[src/sv/lpmd_pkg.sv]
// Shared types and constants for the length-prefixed message deframer.
// No dependencies; imported by every module of the block.
`timescale 1ns / 1ps

package lpmd_pkg;

    localparam int HDR_BYTES = 10;
    localparam int MAX_PAYLOAD_W = 18;
    localparam logic [MAX_PAYLOAD_W-1:0] MAX_PAYLOAD_RESET = 18'h3FFFF;
    localparam int OUT_DEPTH = 3;

    // input kinds
    localparam logic KIND_DATA = 1'b0;
    localparam logic KIND_CLOSE = 1'b1;

    // result status codes
    localparam logic [1:0] ST_PAYLOAD = 2'd0;
    localparam logic [1:0] ST_EMPTY = 2'd1;
    localparam logic [1:0] ST_LEN_ERR = 2'd2;
    localparam logic [1:0] ST_DROP = 2'd3;

    // register indexes
    localparam logic REG_MAX_PAYLOAD = 1'b0;

    localparam logic [3:0] CNT_PAYLOAD = 4'd10;

    typedef struct packed {
        logic [3:0] count;
        logic [15:0] mtype;
        logic [31:0] tag;
        logic [31:0] remaining;
    } entry_t;

    typedef struct packed {
        logic [7:0] slot;
        logic [7:0] payload_byte;
        logic [15:0] message_type;
        logic [31:0] message_tag;
        logic [1:0] status;
        logic last;
    } result_t;

endpackage

[src/sv/lpmd_out_fifo.sv]
// Three-entry result queue that decouples the state update from output stalls.
// Depends on lpmd_pkg for the result layout and depth.
`timescale 1ns / 1ps

module lpmd_out_fifo
    import lpmd_pkg::*;
(
    input  logic        clk,
    input  logic        rst_n,
    input  logic        push,
    input  result_t     wr_result,
    output logic        out_valid,
    input  logic        out_ready,
    output result_t     out_data,
    output logic [1:0]  level
);

    result_t     buf_mem [OUT_DEPTH];
    logic [1:0]  wr_ptr_reg;
    logic [1:0]  wr_ptr_next;
    logic [1:0]  rd_ptr_reg;
    logic [1:0]  rd_ptr_next;
    logic [1:0]  level_reg;
    logic [1:0]  level_next;
    logic        pop;

    assign pop = out_valid && out_ready;
    assign out_valid = (level_reg != 2'd0);
    assign out_data = buf_mem[rd_ptr_reg];
    assign level = level_reg;

    always_comb
    begin
        wr_ptr_next = wr_ptr_reg;
        rd_ptr_next = rd_ptr_reg;
        level_next = level_reg;
        if (push)
        begin
            wr_ptr_next = (wr_ptr_reg == 2'(OUT_DEPTH - 1)) ? 2'd0 : wr_ptr_reg + 2'd1;
        end
        if (pop)
        begin
            rd_ptr_next = (rd_ptr_reg == 2'(OUT_DEPTH - 1)) ? 2'd0 : rd_ptr_reg + 2'd1;
        end
        if (push && !pop)
        begin
            level_next = level_reg + 2'd1;
        end
        else if (pop && !push)
        begin
            level_next = level_reg - 2'd1;
        end
    end

    always_ff @(posedge clk or negedge rst_n)
    begin
        if (!rst_n)
        begin
            wr_ptr_reg <= 2'd0;
            rd_ptr_reg <= 2'd0;
            level_reg <= 2'd0;
        end
        else
        begin
            wr_ptr_reg <= wr_ptr_next;
            rd_ptr_reg <= rd_ptr_next;
            level_reg <= level_next;
        end
    end

    always_ff @(posedge clk)
    begin
        if (push)
        begin
            buf_mem[wr_ptr_reg] <= wr_result;
        end
    end

endmodule

[config.mk]
export PLATFORM = sky130hd
export DESIGN_NAME = lpmd_out_fifo
export DESIGN_NICKNAME = d
export VERILOG_FILES = /design/src/sv/lpmd_pkg.sv /design/src/sv/lpmd_out_fifo.sv
export SDC_FILE = /design/constraint.sdc
export NUM_CORES = 1
export LEC_CHECK = 0
export ABC_AREA = 1
export CORE_ASPECT_RATIO = 1.25
export CORE_MARGIN = 2
export CORE_UTILIZATION = 25
export CTS_CLUSTER_DIAMETER = 120
export DETAILED_ROUTE_END_ITERATION = 10
export DONT_BUFFER_PORTS = 1
export MAX_ROUTING_LAYER = met4
export SETUP_SLACK_MARGIN = 0.4
export SLEW_MARGIN = 20
export SYNTH_ARGS = -nofsm -noshare
export SYNTH_HDL_FRONTEND = slang
export SYNTH_SLANG_ARGS = --single-unit
[constraint.sdc]
create_clock -name clk -period 4 [get_ports clk]
set_input_delay 1 -clock clk [delete_from_list [all_inputs] [get_ports clk]]
set_output_delay 1 -clock clk [all_outputs]
set_load 0.01 [all_outputs]
Word level (Yosys, flattened, before mapping)
Memories as Yosys holds them, arrays and structs flattened. Cells that the tools add are included.

Register bits: 6. RAM bits: 201. Bits of input ports: 71. Output and inout bits: 70. Memories kept: 1.

Memory list: buf_mem (depth 3, width 67, rd ports 1, clocked after memory_dff 0, write ports 1, RTL line lpmd_out_fifo.sv:18) `result_t buf_mem [OUT_DEPTH];`.

Add/subtract/negate cells: 4. Equal/unequal tests: 2. Mux-type cells: 6. Reductions and logical operators: 7.

Operators with widths (count): two-way mux 2 bit (4); adder 2 x 1 -> 2 bit, second input constant (3); == test 2 bit, second input constant (2); nonzero test 2 bit (2); logical AND 1 bit (3); zero test 1 bit (2); two-way mux 1 bit (2); subtractor 2 x 1 -> 2 bit, second input constant (1).

Logic depth before layout (Yosys ltp)
Depth in word-level cells: 5. Depth in mapped cells: 9. Depth with buffers taken out: 9.

Worst setup path before layout
No wires, ideal clock.

Kind: in2reg. Start point: input push. End point: memory buf_mem[2][0] (netlist bit) (enable). Library setup time: 0.494 ns. Data arrival time: 3.870 ns. Setup slack: -0.363 ns. Stages on the path: 2. Buffers on the path: 0. Cell sequence: nand2_1 > nor2_1.

Cells in the longest elaborated chain, start to end: 2.

RTL lines: start, declared (RTL line lpmd_out_fifo.sv:10) `input logic push,`; two-way mux 1 bit (RTL line lpmd_out_fifo.sv:73) `if (push)`; two-way mux 1 bit (implied by the code) (RTL line lpmd_out_fifo.sv:75) `buf_mem[wr_ptr_reg] <= wr_result;`; end, declared (RTL line lpmd_out_fifo.sv:18).

Every way passes these cells.

==> run_results.csv <==
group,metric,value,unit
die,die_h,198.7,µm
worst_setup_path,path_max_fanout,41,
cts,cts_tree,"built",
final_layout,drive_above_1_share,7.790,%
synthesis,netlist_area,0.007580,mm²
cts,insertion_delay,0.50,ns
final_layout,mostFrequentLayoutCell,"nand2_1",
die,core.rowCount,71,
synthesis,synthTopCellsByArea,"edfxtp_1, nand2_1, nand3_1",
grt,use_met2,16.95,%
pwr,power_density,745.6,mW/mm²
synthesis,ys_seq_elements,207,
synthesis,avgSynthCellArea,14.30,µm²
detailed_routing,wl_per_cell,15.97,µm
worst_setup_path,critPathArrivalTime,2.10,ns
synthesis,ys.flop_type,"edfxtp_1",
cts,clkSinkCount,207,
sta,finalClockSkew,0.006770,ns
pwr,switching_share,34.35,%
cts,holdBufCountCts,0,
min_path,hp-class,"primary input to asynchronous set/reset pin",
worst_setup_path,worst_setup_path_start_kind,"flop",
cts,cts_inserted_buffers,21,
pwr,ir_drop,0.0004121,V
final_layout,final_cell_mix,"nand2_1, edfxtp_1, nand3_1",
job,maxCapViolations,0,
sta,setup-tns-final,0,ns
place,io_buffer_count,0,
sta,setup_viol,0,
sta,worst_pin_slew,0.5111,ns
die,die_area,0.03174,mm²
cts,clockRootBuffer,"clkbuf_16",
pwr,internal_power,4.273,mW
sta,rsz0062_at_grt,"false",
synthesis,synth_edf_count,201,
sta,finalCriticalPeriod,3.095,ns
synthesis,yosysTopAreaCellShare,79.63,%
grt,overflow,0,
status,outcome,"finished, final reports clean",
synthesis,seq_area_frac_synth,81.61,%
grt,grt.busiest_layer,"met2",
final_layout,fill_cells,2990,
grt,use_met3,3.982,%
worst_setup_path,worst_setup_path_end_kind,"primary output",
detailed_routing,viasPerCell,4.091,
synthesis,yosys.area.top_type,"edfxtp_1",
die,die_width,159.7,µm
pwr,p_sw,2.236,mW
sta,finalHoldViolCount,0,
place,hpwlAfterDp,8822,µm
final_layout,regArea,0.006190,mm²
detailed_routing,drtAntennaViolNets,0,
final_layout,largest_reg_flops,201,
grt,grt_use_met1,10.16,%
pwr,p_leak,2.970,nW
synthesis,yosys_warnings,0,
place,globalplace.congestion,0.7275,
synthesis,async_reset_ff_share,2.899,%
grt,grt_first_pass_wirelength,23230,µm
final_layout,fin_nets,610,
final_layout,regMostFlops,"buf_mem",
pwr,pwr-share-seq,45.2,%
die,core,0.02994,mm²
detailed_routing,drt_pre_antenna_iters,4,
pwr,pwr-share-clk,28.7,%
sta,period_share,77.38,%
synthesis,syn_nets,602,
sta,slew_headroom,65.93,%
detailed_routing,drc,0,
worst_setup_path,worst-endpoint-required,3.00,ns
die,initial_core_util,25.32,%
die,ios,141,
cts,cts_max_level,1,
detailed_routing,dr.first_iter.drc_count,155,
detailed_routing,vias,3923,
grt,grt_usage,9.958,%
final_layout,fin_util,29.16,%
pwr,power_frac_comb,26.1,%
cts,post_cts_buffers,0,
worst_setup_path,path_class,"flop to primary output",
grt,grt_pass1_vias,4020,
final_layout,syn2layout_area_growth,15.17,%
sta,max_freq,0.3231,GHz
grt,grt_max_degree,69,
grt,antenna_found_initial,2,
synthesis,yosysUniqueCellTypes,16,
sta,maxSlewViolCount,0,
cts,path_clk_slew,0.06,ns
cts,cts_resized,0,
final_layout,multi_input_area,0.001227,mm²
cts,clockBufferDepth,3,
detailed_routing,routed_wl,15320,µm
synthesis,synth_cells,530,
==> routing by layer <==
| metal | vias to the layer above | share of wire (%) |
|---|---|---|
| met3 | 29 | 9.3 |
| met1 | 1897 | 37 |
| li1 | 1885 | - |
| met5 | - | 0 |
| met2 | 112 | 50 |
| met4 | 0 | 3.1 |
==> metrics by stage <==
step           cell area [µm²]  cells  hold slack (ns)  power, mW  setup WS, ns
2_1_floorplan             7582    530           0.5025      4.277        0.7884
3_3_place_gp              8058    916           0.5452      4.717         1.412
3_5_place_dp              8058    916           0.5506      4.754         1.379
4_1_cts                   8715    953           0.1612      6.643        0.8357
5_1_grt                   8730    959           0.1668      6.894        0.7533
6_report                  8730    959           0.1875      6.509        0.9049
==> worst max-delay path, cell delays in order, from the launching register on <==
cell and delay (ns):
dfrtp_4 0.66, nor2_4 0.16, buf_4 0.43, nand2_1 0.10, nand3_1 0.19
==> power groups by stage <==
stage               logic, mW  clock network, mW  registers, mW
finish                   1.70               1.87           2.94
global route             1.91               2.00           2.98
CTS                      1.76               1.93           2.95
detailed placement       1.76                  0           2.99
global placement         1.74                  0           2.98
floorplan                1.36                  0           2.92
==> layout make-up <==
cell class	instances	share of cell area (%)
multi-input combinational	292	14.06
clock buffer	27	6.278
timing repair buffer	7	1.175
inverter	9	0.4157
clock inverter	10	1.247
tap	401	5.747
antenna	6	0.1720
sequential	207	70.90
==> cells in the mapped netlist, types with 2 or more instances <==
library cell	n
clkbuf_1	4
dfrtp_1	6
buf_2	10
buf_6	4
buf_4	4
nand3_1	72
o21ai_0	2
nor2_4	2
nand2_1	212
edfxtp_1	201
inv_1	8
==> path summary, 6_finish.rpt <==
| kind | startpoint | endpoint | slack, ns | cells after the start |
|---|---|---|---|---|
| min in group clk | level[1] | level[1] | 0.56 | 2 |
| max in group asynchronous | rst_n | rd_ptr_reg[1] | 3.73 | 0 |
| setup / recovery | rd_ptr_reg[1] | out_data[26] | 0.90 | 4 |
| hold reg to reg | level[1] | level[1] | 0.56 | 2 |
| hold / removal | rst_n | level[1] | 0.19 | 0 |
| setup reg to reg | level[0] | level[1] | 2.47 | 8 |
==> logic make-up after synthesis <==
kind of cell / synth area share (%)
AO/OA/AOI/OAI: 0.1321
XOR/XNOR: 0.1156
buffers and inverters: 2.294
AND/OR/NAND/NOR: 15.68
adder cells (fa/ha/maj): 0.1650
flip-flops: 81.61
Note: power is estimated with default switching activity, not from simulation.
