`config.mk`:
```
export PLATFORM = sky130hd
export DESIGN_NAME = lpmd_step
export DESIGN_NICKNAME = d
export VERILOG_FILES = /design/src/sv/lpmd_pkg.sv /design/src/sv/lpmd_step.sv
export SDC_FILE = /design/constraint.sdc
export NUM_CORES = 1
export LEC_CHECK = 0
export ABC_AREA = 1
export ABC_CLOCK_PERIOD_IN_PS = 4400
export BUFFER_PORTS_ARGS = -buffer_cell sky130_fd_sc_hd__buf_2
export CORE_MARGIN = 2
export CORE_UTILIZATION = 54
export DETAILED_ROUTE_END_ITERATION = 16
export PLACE_DENSITY = 0.9
export SYNTH_ARGS = -nofsm -noshare
export SYNTH_HDL_FRONTEND = slang
export SYNTH_SLANG_ARGS = --single-unit
```
`constraint.sdc`:
```
create_clock -name vclk -period 4.4
set_clock_uncertainty 0.1 [all_clocks]
set_input_delay 0 -clock vclk [all_inputs]
set_output_delay 0 -clock vclk [all_outputs]
set_load 0.02 [all_outputs]
```
`src/sv/lpmd_pkg.sv`:
```
// Shared types and constants for the length-prefixed message deframer.
// No dependencies; imported by every module of the block.
`timescale 1ns / 1ps

package lpmd_pkg;

    localparam int HDR_BYTES = 10;
    localparam int MAX_PAYLOAD_W = 18;
    localparam logic [MAX_PAYLOAD_W-1:0] MAX_PAYLOAD_RESET = 18'h3FFFF;
    localparam int OUT_DEPTH = 3;

    // input kinds
    localparam logic KIND_DATA = 1'b0;
    localparam logic KIND_CLOSE = 1'b1;

    // result status codes
    localparam logic [1:0] ST_PAYLOAD = 2'd0;
    localparam logic [1:0] ST_EMPTY = 2'd1;
    localparam logic [1:0] ST_LEN_ERR = 2'd2;
    localparam logic [1:0] ST_DROP = 2'd3;

    // register indexes
    localparam logic REG_MAX_PAYLOAD = 1'b0;

    localparam logic [3:0] CNT_PAYLOAD = 4'd10;

    typedef struct packed {
        logic [3:0] count;
        logic [15:0] mtype;
        logic [31:0] tag;
        logic [31:0] remaining;
    } entry_t;

    typedef struct packed {
        logic [7:0] slot;
        logic [7:0] payload_byte;
        logic [15:0] message_type;
        logic [31:0] message_tag;
        logic [1:0] status;
        logic last;
    } result_t;

endpackage

```
`src/sv/lpmd_step.sv`:
```
// Next-state and result logic for one stream byte or close event on one slot.
// Depends on lpmd_pkg for entry and result layouts and the status codes.
`timescale 1ns / 1ps

module lpmd_step
    import lpmd_pkg::*;
(
    input  entry_t                   cur,
    input  logic                     kind,
    input  logic [7:0]               slot,
    input  logic [7:0]               data_byte,
    input  logic [MAX_PAYLOAD_W-1:0] max_payload,
    output entry_t                   nxt,
    output logic                     res_valid,
    output result_t                  res
);

    logic [31:0] total;
    logic [31:0] pay;
    logic [31:0] rem;
    logic        fin;

    always_comb
    begin
        nxt = cur;
        res_valid = 1'b0;
        res.slot = slot;
        res.payload_byte = 8'd0;
        res.message_type = 16'd0;
        res.message_tag = 32'd0;
        res.status = ST_PAYLOAD;
        res.last = 1'b1;
        total = cur.remaining;
        pay = total - 32'(HDR_BYTES);
        rem = cur.remaining;
        fin = 1'b0;

        if (kind == KIND_CLOSE)
        begin
            // drop any partial frame; header fields only once the header is complete
            nxt.count = 4'd0;
            res_valid = (cur.count != 4'd0);
            res.status = ST_DROP;
            if (cur.count >= CNT_PAYLOAD)
            begin
                res.message_type = cur.mtype;
                res.message_tag = cur.tag;
            end
        end
        else if (cur.count < CNT_PAYLOAD)
        begin
            nxt.count = cur.count + 4'd1;
            case (cur.count)
                4'd0: nxt.mtype = {8'd0, data_byte};
                4'd1: nxt.mtype[15:8] = data_byte;
                4'd2: nxt.remaining = {24'd0, data_byte};
                4'd3: nxt.remaining[15:8] = data_byte;
                4'd4: nxt.remaining[23:16] = data_byte;
                4'd5: nxt.remaining[31:24] = data_byte;
                4'd6: nxt.tag = {24'd0, data_byte};
                4'd7: nxt.tag[15:8] = data_byte;
                4'd8: nxt.tag[23:16] = data_byte;
                default: nxt.tag[31:24] = data_byte;
            endcase

            if (cur.count == 4'd9)
            begin
                res.message_type = nxt.mtype;
                res.message_tag = nxt.tag;
                if (total < 32'(HDR_BYTES) || pay > {14'd0, max_payload})
                begin
                    nxt.count = 4'd0;
                    res_valid = 1'b1;
                    res.status = ST_LEN_ERR;
                end
                else if (pay == 32'd0)
                begin
                    nxt.count = 4'd0;
                    res_valid = 1'b1;
                    res.status = ST_EMPTY;
                end
                else
                begin
                    nxt.remaining = pay;
                    nxt.count = CNT_PAYLOAD;
                end
            end
        end
        else
        begin
            if (rem != 32'd0)
            begin
                rem = rem - 32'd1;
            end
            fin = (rem == 32'd0);
            nxt.remaining = rem;
            nxt.count = fin ? 4'd0 : CNT_PAYLOAD;
            res_valid = 1'b1;
            res.payload_byte = data_byte;
            res.message_type = cur.mtype;
            res.message_tag = cur.tag;
            res.status = ST_PAYLOAD;
            res.last = fin;
        end
    end

endmodule

```
# Yosys cells after proc, flatten, opt, wreduce, memory -nomap -nowiden
# Index checks and enable logic that the tools add are counted.
word_totals:
  register_bits: 0
  latchBits: 0
  ramBits: 0
  mem_bits_ro: 0
  input_bits: 119
  output_inout_bits: 152
  elab_cells: 63
  memories: 0
op_classes:
  addsub: 3
  n_mul: 0
  n_div: 0
  magnitude_cmp: 4
  n_eq_ne: 9
  shift: 0
  muxes: 40
  bitwise_logic: 0
  n_reduce_logical: 7
op_table:
  columns: ["op", "count"]
  rows:
  - ["$mux W32", 7]
  - ["$mux W50", 3]
  - ["$pmux W8 S2", 7]
  - ["$mux W48", 2]
  - ["$mux W80", 1]
  - ["$logic_not A32 Y1", 2]
  - ["$mux W8", 5]
  - ["$gt A32 B18 Y1", 1]
  - ["$lt A32 B4 Y1 const B", 1]
  - ["$reduce_bool A32 Y1", 1]
  - ["$sub A32 B1 Y32 const B", 1]
  - ["$sub A32 B4 Y32 const B", 1]
  - ["$mux W4", 6]
  - ["$eq A4 B3 Y1 const B", 4]
  - ["$eq A4 B2 Y1 const B", 2]
  - ["$eq A4 B4 Y1 const B", 2]
  - ["$mux W1", 8]
  - ["$reduce_or A8 Y1", 1]
  - ["$add A4 B1 Y4 const B", 1]
  - ["$eq A4 B1 Y1 const B", 1]
  - ["$ge A4 B4 Y1 const B", 1]
  - ["$logic_not A4 Y1", 1]
  - ["$lt A4 B4 Y1 const B", 1]
  - ["$reduce_bool A4 Y1", 1]
  - ["other kinds (2)", 2]

# Depth between registers and ports, before layout
# Gate-level depths: netlist of the first run.
logic_depth:
  depth_word: 8
  ltp_mapped: 26
  ltp_nobuf: 25

# Worst setup path after synthesis of the first run
# OpenSTA, ideal clock, no wires.
synth_timing:
  path_kind: "input-to-output"
  start: "input cur[1] in the netlist's numbering"
  end: "output nxt[1] in the netlist's numbering"
  arrival_ns: 2.530
  required_time_ns: 4.300
  slack_ns: 1.770
  path_stages: 23
  n_path_buf: 0
  cell_sequence: "inv_1 > ha_1 > inv_1 > nand2_1 > nand2_2 > nor2_8 > nand3_1 > nand2_1 > inv_1 > ha_1 > nand2_1 > inv_1 > o21ai_0 > nand2_1 > a21oi_1 > nand2_1 > nand2_1 > a21oi_1 > nor2_4 > nand3_4 > nand2_1 > nand2_1 > o21bai_1"
synth_rtl:
  columns: ["item", "line_no", "text"]
  rows:
  - ["start: declaration", "lpmd_step.sv:8", "input entry_t cur,"]
  - ["end: declaration", "lpmd_step.sv:13", "output entry_t nxt,"]

==> run_results.csv, run 1 <==
group,metric,value,unit
run_status,status,"completed",
timing,setup_tns,0,ps
flow_run,drv_cap,0,
timing,worst_pin_slew,1250,ps
setup_path,path_max_fanout,25,
logic_synthesis,yosysTopAreaCellShare,0.278,
finish,design.seq.count,0,
detailed_routing,vias_per_cell,6.07,
logic_synthesis,synthTopCellsByArea,"nand2_1, inv_1, nor2_1",
finish,n_clock_buffer,0,
logic_synthesis,ys_types,36,
worst_hold_path,min-delay-start,"cur[57]",
detailed_routing,firstDrtPassIters,6,
timing,max_freq,280,MHz
setup_path,crit_type,"input pin to output pin",
floorplanning,die_area,0.0117,mm²
grt,grt.total_usage,0.428,
timing,setup_viol,0,
detailed_routing,drcViolationCount,0,
finish,multiInputGateArea,0.00506,mm²
logic_synthesis,seq_area_frac_synth,0,
placed_design,dp_slack,952,ps
worst_hold_path,holdPathStages,4,
grt,antenna_found_initial,1,
detailed_routing,drt_iter0_markers,1727,
timing,fin_crit,3570,ps
floorplanning,core,0.0107,mm²
logic_synthesis,synth_area,0.00588,mm²
finish,area_growth,22.0,%
floorplanning,die_w,108,µm
timing,fin_crit_sh,0.811,
placed_design,finalWeightedCongestion,1.05,
detailed_routing,ant_nets,0,
logic_synthesis,yosysTopAreaCell,"nand2_1",
setup_path,cp-start-kind,"input pin",
grt,grt_pass1_vias,8267,
floorplanning,num_rows,38,
logic_synthesis,synth_nets,1353,
finish,seq_area,0,µm²
setup_path,crit_path_top_delay_cell,"ha_1",
setup_path,cp_data_arrival_time,3470,ps
logic_synthesis,ys_warn_count,0,
timing,relSlewSlack,0.164,
placed_design,dpl.hpwl,20.7,mm
logic_synthesis,syn_avg_cell_area,4.87,µm²
floorplanning,ioPinCount,271,
grt,grt.overflow.total,0,
detailed_routing,drt_wl_total,26.9,mm
detailed_routing,wl_met1,9.78,mm
grt,grt_pass1_wl,40.5,mm
worst_hold_path,hold_end,"nxt[57]",
grt,grt_start_max_net_pins,68,
pwr,peakVddDrop,85.5,µV
cts,post-cts-setup-buffer-count,0,
setup_path,required,4300,ps
setup_path,worst_path_most_repeated_cell,"nand2_1",
pwr,power.density,120,mW/mm²
timing,finalMaxSlewViolations,0,
pwr,cellLeakagePower,4.03,nW
detailed_routing,routed.top_layer,"met5",
detailed_routing,wl_met2,11.4,mm
finish,nNetsFinal,1559,
finish,drive_gt1_frac,0.224,
timing,layout_setup_ws,831,ps
placed_design,io_buffers,255,
detailed_routing,wl_met3,3.83,mm
logic_synthesis,synth_common_cells,"nand2_1, inv_1, nor2_1",
finish,num-fill-cells,1125,
detailed_routing,wl_per_cell,17.3,µm
timing,hold_viol_final,0,
setup_path,endpoint_kind,"output pin",
logic_synthesis,syn_inst,1209,
setup_path,path_cells,"buf_2, inv_1, ha_1, inv_1, nand2_1, nand3_1, nor2_1, nand2_1, nand2_1, inv_1, ha_1, a21oi_1, o21ai_0, a21oi_1, nand2_1, nand2_1, a21oi_1, nor2_4, nand3_4, buf_4, nand2_1, nand2_1, o21bai_1, buf_2",
floorplanning,die_h,108,µm
detailed_routing,vias,9423,
floorplanning,start_util,0.547,
logic_synthesis,synth_most_common_cell,"nand2_1",
setup_path,slowest_delay,300,ps
worst_hold_path,holdCritPathClass,"input pin to output pin",
finish,antennaDiodeCount,0,
cts,hold_buffers,8,
timing,rsz0062_at_grt,"no",
cts,cts_resized,0,
==> layout by cell type, fill, tap and decap left out, types with 3 or more instances in the layout <==
cell           synthesis  final
o21ai_0               77     76
nand4_1               17     17
inv_1                134    133
or2_2                 17     17
nand2_1              436    436
nand2_2                8      8
dlygate4sd3_1          0      8
nor2_1               130    128
nor2_2                 6      7
a22oi_1               48     48
clkinv_1               3      3
o22ai_1               58     58
a21oi_1               20     20
nor2_4                 9     10
o21ai_1                5      5
inv_2                  7      8
a31o_1                14     14
ha_1                  25     25
buf_2                  6    255
xor2_1                32     32
o21bai_1               5      5
nand3_1               77     77
buf_4                  8      6
nor3_1                 6      6
==> power breakdown <==
part	leakage [nW]	internal, mW	switching [mW]
Clock	0	0	0
Combinational	4.03	0.269	0.589
Sequential	0	0	0
==> logic make-up after synthesis <==
group                    after synthesis  share of synthesized area
adder cells (fa/ha/maj)               25                     0.0532
buffers and inverters                209                      0.144
XOR/XNOR                              33                     0.0491
AND/OR/NAND/NOR                      713                      0.514
AO/OA/AOI/OAI                        229                      0.240
==> layout make-up <==
class	count	share of cell area
inverters	144	0.0753
multi-input cells	1000	0.705
well taps	140	0.0244
repair buffers	269	0.195
==> worst max-delay path, delay by kind of cell <==
kind | cells | cell delay, ps
AOI/OAI and AO/OA | 5 | 650
buffers and inverters | 6 | 910
adders and majority gates | 2 | 540
and+or+nand+nor | 11 | 1350
==> routing by layer <==
layer,GRT usage,vias up
met5,0,-
met4,0.234,2
met3,0.0814,169
met2,0.685,782
met1,0.539,4122
li1,-,4348
==> worst max path at each step <==
stage | start | end | slack (ps) | cells past startpoint
2_1_floorplan | cur[1] | nxt[1] | 1770 | 23
3_3_place_gp | cur[1] | nxt[2] | 1040 | 26
3_5_place_dp | cur[1] | nxt[2] | 950 | 26
4_1_cts | cur[1] | nxt[2] | 950 | 26
5_1_grt | cur[1] | nxt[2] | 540 | 24
6_report | cur[1] | nxt[2] | 830 | 24
==> stage by stage <==
step / cells / utilization / power [mW] / instance area, µm² / hold WS (ps)
floorplan: 1209 / - / 0.538 / 5880 / -11.3
global route: 1553 / 0.668 / 0.919 / 7180 / 299
detailed placement: 1545 / 0.660 / 0.818 / 7100 / -99.9
CTS: 1553 / 0.668 / 0.833 / 7180 / 268
global placement: 1545 / 0.660 / 0.810 / 7100 / -99.9
finish: 1553 / 0.668 / 0.858 / 7180 / 270
Power figures use the tool's default switching activity.
==> run 2, diff against run 1 <==
- ABC_CLOCK_PERIOD_IN_PS: 4400 -> 2920
- CORE_UTILIZATION: 54 -> 45
- PLACE_DENSITY: 0.9 -> 0.79
- clock period: 4.4 -> 2.92 ns (I/O delays scaled with it)
==> run 2 against run 1 <==
Effect of this change: via count up 5.0%; die area is 19% higher; combinational power up 71%; critical path depth is 2 lower; final area grew 18%; non-clock buffer count up 118; critical endpoint unchanged; utilization increased by 0.30 points; worst hold slack got worse by 0.78 ps; count of clock-buffer cells in the layout did not move; sequential share of layout area did not move; highest routed layer is now met4.
==> run_results.csv, run 2 (synthesized netlist as in run 1, its figures left out) <==
group,metric,value,unit
setup_path,crit_path_top_delay_cell,"ha_1",
setup_path,crit_type,"input pin to output pin",
finish,seq_area,0,µm²
timing,hold_ws,269,ps
finish,design.seq.count,0,
grt,grt_start_max_net_pins,65,
pwr,peakVddDrop,84.4,µV
timing,setup_viol,0,
pwr,cellLeakagePower,4.67,nW
setup_path,cp_data_arrival_time,2800,ps
timing,worst_pin_slew,718,ps
timing,finalMaxSlewViolations,0,
detailed_routing,vias,9892,
placed_design,finalWeightedCongestion,1.02,
finish,n_clock_buffer,0,
placed_design,dpl.hpwl,22.6,mm
floorplanning,start_util,0.464,
setup_path,cp-start-kind,"input pin",
setup_path,critPathCapture,"nxt[2]",
grt,grt_pass1_vias,8715,
setup_path,endpoint_kind,"output pin",
worst_hold_path,holdCritPathClass,"input pin to output pin",
pwr,power.total,1.47,mW
timing,relSlewSlack,0.521,
floorplanning,num_rows,41,
detailed_routing,wl_per_cell,17.2,µm
detailed_routing,drt_iter0_markers,1463,
setup_path,slowest_delay,280,ps
placed_design,dp.cells,1681,
floorplanning,die_area,0.0140,mm²
run_status,status,"completed",
finish,nNetsFinal,1677,
finish,multiInputGateArea,0.00531,mm²
floorplanning,die_w,118,µm
detailed_routing,drcViolationCount,0,
grt,antenna_found_initial,0,
finish,fin_cells,1703,
placed_design,dpl_cell_area,0.00795,mm²
detailed_routing,ant_nets,0,
detailed_routing,firstDrtPassIters,7,
flow_run,drv_cap,0,
timing,fin_crit_sh,0.992,
timing,setup_tns,0,ps
grt,grt_pass1_wl,44.3,mm
floorplanning,die_h,118,µm
grt,grt.total_usage,0.384,
setup_path,required,2820,ps
finish,stdcell_area,0.00850,mm²
timing,fin_crit,2900,ps
floorplanning,ioPinCount,271,
finish,num-fill-cells,1255,
timing,rsz0062_at_grt,"yes",
finish,final_common_cell,"nand2_1",
detailed_routing,drt_wl_total,29.3,mm
grt,grt.overflow.total,0,
setup_path,path_cells,"buf_6, nor2_4, buf_4, nand3_1, nor2_1, nand2_1, nand2_1, inv_1, ha_1, a21oi_1, o21ai_1, a21oi_2, nand2_1, nand2_1, a21oi_2, nor2_4, nand3_4, buf_4, buf_4, nor2_1, o21bai_1, buf_4",
detailed_routing,vias_per_cell,5.81,
finish,final_cell_mix,"nand2_1, buf_2, inv_1, buf_4, nor2_1",
timing,max_freq,345,MHz
finish,drive_gt1_frac,0.320,
floorplanning,core,0.0127,mm²
finish,area_growth,44.5,%
setup_path,crit_path_start,"cur[6]",
finish,antennaDiodeCount,0,
timing,hold_viol_final,0,
setup_path,path_max_fanout,6,
placed_design,io_buffers,255,
pwr,power.density,172,mW/mm²
==> run 2: how the worst min path moves through the flow <==
| stage | from | endpoint | slack, ps | depth (start not counted) |
|---|---|---|---|---|
| floorplan | cur[80] | nxt[80] | -10 | 1 |
| global placement | slot[1] | res[60] | -100 | 0 |
| detailed placement | slot[1] | res[60] | -100 | 0 |
| CTS | cur[52] | nxt[52] | 270 | 4 |
| global route | cur[42] | nxt[42] | 300 | 4 |
| finish | cur[52] | nxt[52] | 270 | 4 |
==> run 2: area by class of cell <==
class                           instances  area share
Inverter                              144      0.0648
Tap cell                              172      0.0253
Timing Repair Buffer                  387       0.285
Multi-Input combinational cell       1000       0.625
==> run 2: worst max-delay path, delay by kind of cell <==
family	cells	cell delay (ps)
and+or+nand+nor	10	1200
adders and majority gates	1	280
buffers and inverters	6	780
AOI/OAI and AO/OA	5	540
==> run 2: where the power goes <==
| part | internal [mW] | switching [mW] |
|---|---|---|
| Sequential | 0 | 0 |
| Combinational | 0.523 | 0.942 |
| Clock | 0 | 0 |
| Total | 0.523 | 0.942 |
==> run 2: metal layers <==
layer  track usage  wire, µm  up-vias
met4         0.179      1680        0
li1              -         -     4594
met3        0.0434      3440      145
met2         0.638     13100      767
met1         0.494     11000     4386
met5             0         0        -
==> run 2: through the flow <==
stage / utilization / setup slack, ps
after floorplan: - / 290
after global placement: 0.628 / -167
after detailed placement: 0.628 / -207
after CTS: 0.642 / 19.6
after global routing: 0.671 / -70.8
final: 0.671 / 23.6
==> run 2: timing repair <==
| action | 4_1_cts | 5_1_grt |
|---|---|---|
| hold endpoints to repair | 8 | 0 |
| pin swaps | 3 | 34 |
| resized for setup | 16 | 89 |
| setup buffers | 6 | 8 |
| endpoints found under the setup margin | 33 | 34 |
| hold buffers | 8 | 0 |
